==> src/ssm_pkg.sv <==
// Package for the spectral subtraction mask block: payload types, the
// controller/datapath command and status structs, defaults and widths.
// No dependencies; the top, ssm_dp, ssm_ctrl and the testbench import it.
package ssm_pkg;

  localparam int NUM_BINS_DEF   = 1024;
  localparam int MAX_SMOOTH_DEF = 33;
  localparam int MAG_WIDTH_DEF  = 24;

  localparam int ALPHA_W = 19;   // 65536 + 3 * amount, amount up to 17 bits
  localparam int GAIN_W  = 16;
  localparam int BIN_W   = 10;
  localparam int FC_W    = 10;
  localparam int CFG_IDX_W  = 2;
  localparam int CFG_DATA_W = 24;

  localparam logic [GAIN_W-1:0] UNITY     = 16'h8000;
  localparam logic [10:0]       WIN_LIMIT = 11'd1024;

  localparam logic [CFG_IDX_W-1:0] REG_AMOUNT  = 2'd0;
  localparam logic [CFG_IDX_W-1:0] REG_WINDOW  = 2'd1;
  localparam logic [CFG_IDX_W-1:0] REG_SMOOTH  = 2'd2;
  localparam logic [CFG_IDX_W-1:0] REG_SILENCE = 2'd3;

  typedef struct packed {
    logic [23:0] magnitude;
    logic        last_bin;
  } in_item_t;

  typedef struct packed {
    logic [GAIN_W-1:0] gain;
    logic [BIN_W-1:0]  bin_index;
    logic              frame_end;
  } out_item_t;

  typedef struct packed {
    logic clear;
    logic accept;
    logic upd;
    logic gdiv_start;
    logic gain_wr;
    logic em_init;
    logic sum_acc;
    logic sdiv_start;
    logic out_load;
    logic q_inc;
    logic advance;
  } ssm_cmd_t;

  typedef struct packed {
    logic clr_last;
    logic div_done;
    logic has_emit;
    logic sum_last;
    logic q_last;
    logic obuf_free;
  } ssm_sts_t;

endpackage

==> src/ssm_ctrl.sv <==
// Controller state machine of the spectral subtraction mask; sequences the
// datapath through commands and reacts to its status. Depends on ssm_pkg.
module ssm_ctrl
  import ssm_pkg::*;
(
  input  logic     clk,
  input  logic     rst_n,
  input  logic     in_valid,
  output logic     in_stall,
  input  ssm_sts_t sts,
  output ssm_cmd_t cmd
);

  localparam logic [3:0] S_CLEAR = 4'd0;
  localparam logic [3:0] S_IDLE  = 4'd1;
  localparam logic [3:0] S_RD    = 4'd2;
  localparam logic [3:0] S_UPD   = 4'd3;
  localparam logic [3:0] S_GST   = 4'd4;
  localparam logic [3:0] S_GWAIT = 4'd5;
  localparam logic [3:0] S_GWR   = 4'd6;
  localparam logic [3:0] S_EINIT = 4'd7;
  localparam logic [3:0] S_SUMA  = 4'd8;
  localparam logic [3:0] S_SUMB  = 4'd9;
  localparam logic [3:0] S_SST   = 4'd10;
  localparam logic [3:0] S_SWAIT = 4'd11;
  localparam logic [3:0] S_OUT   = 4'd12;
  localparam logic [3:0] S_ADV   = 4'd13;

  logic [3:0] state_r, state_nxt;

  always_ff @(posedge clk) begin
    if (!rst_n) begin
      state_r <= S_CLEAR;
    end else begin
      state_r <= state_nxt;
    end
  end

  always_comb begin
    state_nxt = state_r;
    cmd       = '0;
    in_stall  = 1'b1;
    case (state_r)
      S_CLEAR: begin
        cmd.clear = 1'b1;
        if (sts.clr_last) begin
          state_nxt = S_IDLE;
        end
      end
      S_IDLE: begin
        in_stall = 1'b0;
        if (in_valid) begin
          cmd.accept = 1'b1;
          state_nxt  = S_RD;
        end
      end
      S_RD: state_nxt = S_UPD;
      S_UPD: begin
        cmd.upd   = 1'b1;
        state_nxt = S_GST;
      end
      S_GST: begin
        cmd.gdiv_start = 1'b1;
        state_nxt      = S_GWAIT;
      end
      S_GWAIT: begin
        if (sts.div_done) begin
          state_nxt = S_GWR;
        end
      end
      S_GWR: begin
        cmd.gain_wr = 1'b1;
        state_nxt   = sts.has_emit ? S_EINIT : S_ADV;
      end
      S_EINIT: begin
        cmd.em_init = 1'b1;
        state_nxt   = S_SUMA;
      end
      S_SUMA: state_nxt = S_SUMB;
      S_SUMB: begin
        cmd.sum_acc = 1'b1;
        state_nxt   = sts.sum_last ? S_SST : S_SUMA;
      end
      S_SST: begin
        cmd.sdiv_start = 1'b1;
        state_nxt      = S_SWAIT;
      end
      S_SWAIT: begin
        if (sts.div_done) begin
          state_nxt = S_OUT;
        end
      end
      S_OUT: begin
        if (sts.obuf_free) begin
          cmd.out_load = 1'b1;
          if (sts.q_last) begin
            state_nxt = S_ADV;
          end else begin
            cmd.q_inc = 1'b1;
            state_nxt = S_EINIT;
          end
        end
      end
      S_ADV: begin
        cmd.advance = 1'b1;
        state_nxt   = S_IDLE;
      end
      default: state_nxt = S_CLEAR;
    endcase
  end

endmodule

==> config.mk <==
export PLATFORM = sky130hd
export DESIGN_NAME = ssm_ctrl
export DESIGN_NICKNAME = d
export VERILOG_FILES = /design/src/ssm_pkg.sv /design/src/ssm_ctrl.sv
export SDC_FILE = /design/constraint.sdc
export NUM_CORES = 1
export LEC_CHECK = 0
export BUFFER_PORTS_ARGS = -buffer_cell sky130_fd_sc_hd__buf_2
export CORE_AREA = 2 2 39 41
export CTS_BUF_LIST = sky130_fd_sc_hd__clkbuf_16
export DETAILED_ROUTE_END_ITERATION = 12
export DIE_AREA = 0 0 41 43
export PLACE_DENSITY = 0.71
export SLEW_MARGIN = 20
export SYNTH_ARGS = -nofsm -noshare
export SYNTH_HDL_FRONTEND = slang
export SYNTH_SLANG_ARGS = --single-unit
export TNS_END_PERCENT = 10
==> constraint.sdc <==
create_clock -name clk -period 1.2 [get_ports clk]
set_input_delay 0.18 -clock clk [delete_from_list [all_inputs] [get_ports clk]]
set_output_delay 0.18 -clock clk [all_outputs]
set_load 0.02 [all_outputs]
==> impl_metrics.yaml <==
setup_path:
  critPathLaunchType: "flip-flop"
  crit_arrival_ps: 1280
  critPathKind: "flip-flop to primary output"
  required_ps: 1020
  crit_fanout: 3
  endpoint_kind: "primary output"
placement:
  place_congestion: 0.894
  pre_cts_slack_ps: -267
  dp_hpwl_um: 1220
  postPlaceCellArea_um2: 726
  port_buffers: 20
finish:
  n_fill_cell: 111
  multi_input_area_um2: 465
  largest_register: "state_r"
  final-seq-area_um2: 95.1
  reg.largest.list: "state_r (4)"
  largest_reg_flops: 4
  antenna_cells: 0
  fin_nets: 125
  design_area_um2: 1000
  layout-drive-gt1-share_pct: 61.4
  area_growth_syn_to_layout_pct: 102
synthesis:
  seq_area_frac_synth_pct: 16.2
  yosys-top-cells-area: "dfxtp_1, nor2_1, nand2b_1"
  netlist_area_um2: 495
  syn_inst: 74
  yosys_register_bits: 4
  yosysTopAreaCell: "dfxtp_1"
  synth_warnings: 0
  ys_types: 29
  syn_nets: 83
  syn_avg_cell_area_um2: 6.70
  synth.top_cell.area_share_pct: 16.2
clock_tree:
  cts_tree: "done"
  cts-root-buf: "clkbuf_16"
  cts_buffers: 3
  htree_num_levels: 1
  clock_sinks: 4
  clkTransAtPathRegs_ps: 40
  clockBufferDepth: 2
  clk-insertion-delay-late_ps: 230
  holdBufCountCts: 0
detailed_routing:
  vias: 744
  route.detailed.drc: 0
  top_layer_used: "met4"
  wire_per_inst_um: 17.4
  dr_wl_met2_um: 1160
  met1_length_um: 904
  vias_per_cell: 5.72
  wl_met3_um: 141
  wl_um: 2260
  ant_nets: 0
  drtIter0Drc: 16
  drt_pass1_iterations: 4
die:
  ios: 21
  rows: 14
  start_util_pct: 35.8
  die_area_um2: 1760
  die_w_um: 41
  die_h_um: 43
  coreArea_um2: 1380
sta:
  fin_ws_ps: -262
  final.setup.tns_ps: -2240
  fin_worst_skew_ps: 6.73
  post-route-period-util_pct: 122
  slew_violations: 0
  min_period_ps: 1460
  setup_violations: 15
  hold_violations: 0
  max-slew-margin-rel_pct: 75.1
  hold-worst-slack_ps: 200
  max_freq_mhz: 684
  rsz0062_at_grt: "true"
  worstMarginPinSlew_ps: 372
global_route:
  grt.total_usage_pct: 27.1
  grt_max_degree: 12
  grt-ovfl-total: 0
  antenna_found_initial: 0
  grt_pass1_vias: 733
  grt_pass1_wl_um: 3240
outcome:
  violations: "negative setup slack"
  outcome: "finished, violations left"
min_path:
  min_path_type: "primary input to flip-flop"
power_and_ir_drop:
  cellPowerDensity_nw_per_um2: 1110
  vdd.ir_drop.worst_uv: 1050
  power_mw: 1.12
  power.leakage_nw: 0.424
flow_run:
  cap_violations: 0
==> per-layer routing <==
metal | track usage (%) | up-vias
met5 | 0 | -
met4 | 5.33 | 0
met3 | 11.0 | 11
met2 | 43.4 | 26
met1 | 32.9 | 355
li1 | - | 352
==> worst max-delay path, cell delays in order, from the launching register on <==
cell and delay (ps):
dfxtp_4 350, buf_6 110, nand2b_4 150, buf_4 160, nor2_2 140, buf_6 150
==> power by group <==
part / internal [mW] / switching [mW]
Sequential: 0.144 / 0.0259
Clock: 0.428 / 0.114
Combinational: 0.202 / 0.203
==> path summary, 6_finish.rpt <==
path           endpoint       start  depth (start not counted)  slack (ps)
min          state_r[0]       rst_n                          2         200
min reg2reg  state_r[2]  state_r[0]                          3         670
max              cmd[0]  state_r[1]                          5        -260
max reg2reg  state_r[0]  state_r[0]                          4        -180
==> through the flow <==
step	utilization [%]	std cells
after floorplan	-	74
after global placement	52.4	123
after detailed placement	52.4	123
after global routing	72.4	130
after CTS	65.5	130
final	72.4	130
==> synthesized netlist by cell type <==
master,number
nor2_1,11
inv_1,6
nand2b_1,5
o21ai_0,5
a21oi_1,4
buf_2,4
dfxtp_1,4
nand2_1,4
nand3_1,3
nor3_1,3
a22oi_1,2
and3_1,2
mux2i_1,2
nor2b_1,2
o211ai_1,2
o31a_1,2
a2111oi_0,1
a21boi_0,1
a221oi_2,1
a2bb2oi_1,1
a31oi_1,1
buf_6,1
nor4_1,1
nor4b_1,1
o22ai_1,1
o2bb2ai_1,1
o32ai_2,1
or2_2,1
or2b_1,1
==> repair_timing <==
item / CTS / global route
gates resized for setup: 26 / 26
endpoints found under the hold margin: 0 / 0
setup endpoints to repair: 15 / 15
pin swaps: 3 / 3
buffers inserted: 4 / 0
==> layout make-up <==
cell class,count,share of cell area (%)
multi-input cells,59,46.4
flip-flops and latches,4,9.49
inverters,6,2.25
well taps,16,2.00
repair buffers,42,32.3
clock buffers,3,7.49
==> cells by family after synthesis <==
group	share of synthesized area, %
AND/OR/NAND/NOR	34.6
AO/OA/AOI/OAI	34.3
buffers and inverters	10.9
flip-flops	16.2
multiplexers	4.04
==> layout by cell type, fill, tap and decap left out <==
cell	instances
a2111oi_2	1
a21boi_0	1
a21oi_1	4
a221oi_2	1
a22oi_1	2
a2bb2oi_1	1
a31oi_1	1
and3_1	1
and3_4	1
buf_2	10
buf_4	23
buf_6	9
clkbuf_16	3
dfxtp_4	4
inv_1	6
mux2i_1	2
nand2_1	3
nand2_2	1
nand2b_1	2
nand2b_4	3
nand3_1	3
nor2_1	3
nor2_2	5
nor2_4	3
nor2b_2	1
nor2b_4	1
nor3_1	2
nor3_2	1
nor4_4	1
nor4b_1	1
o211ai_1	2
o21ai_0	5
o22ai_1	1
o2bb2ai_1	1
o31a_1	2
o32ai_2	1
or2_4	1
or2b_1	1
Note: power is estimated with default switching activity, not from simulation.
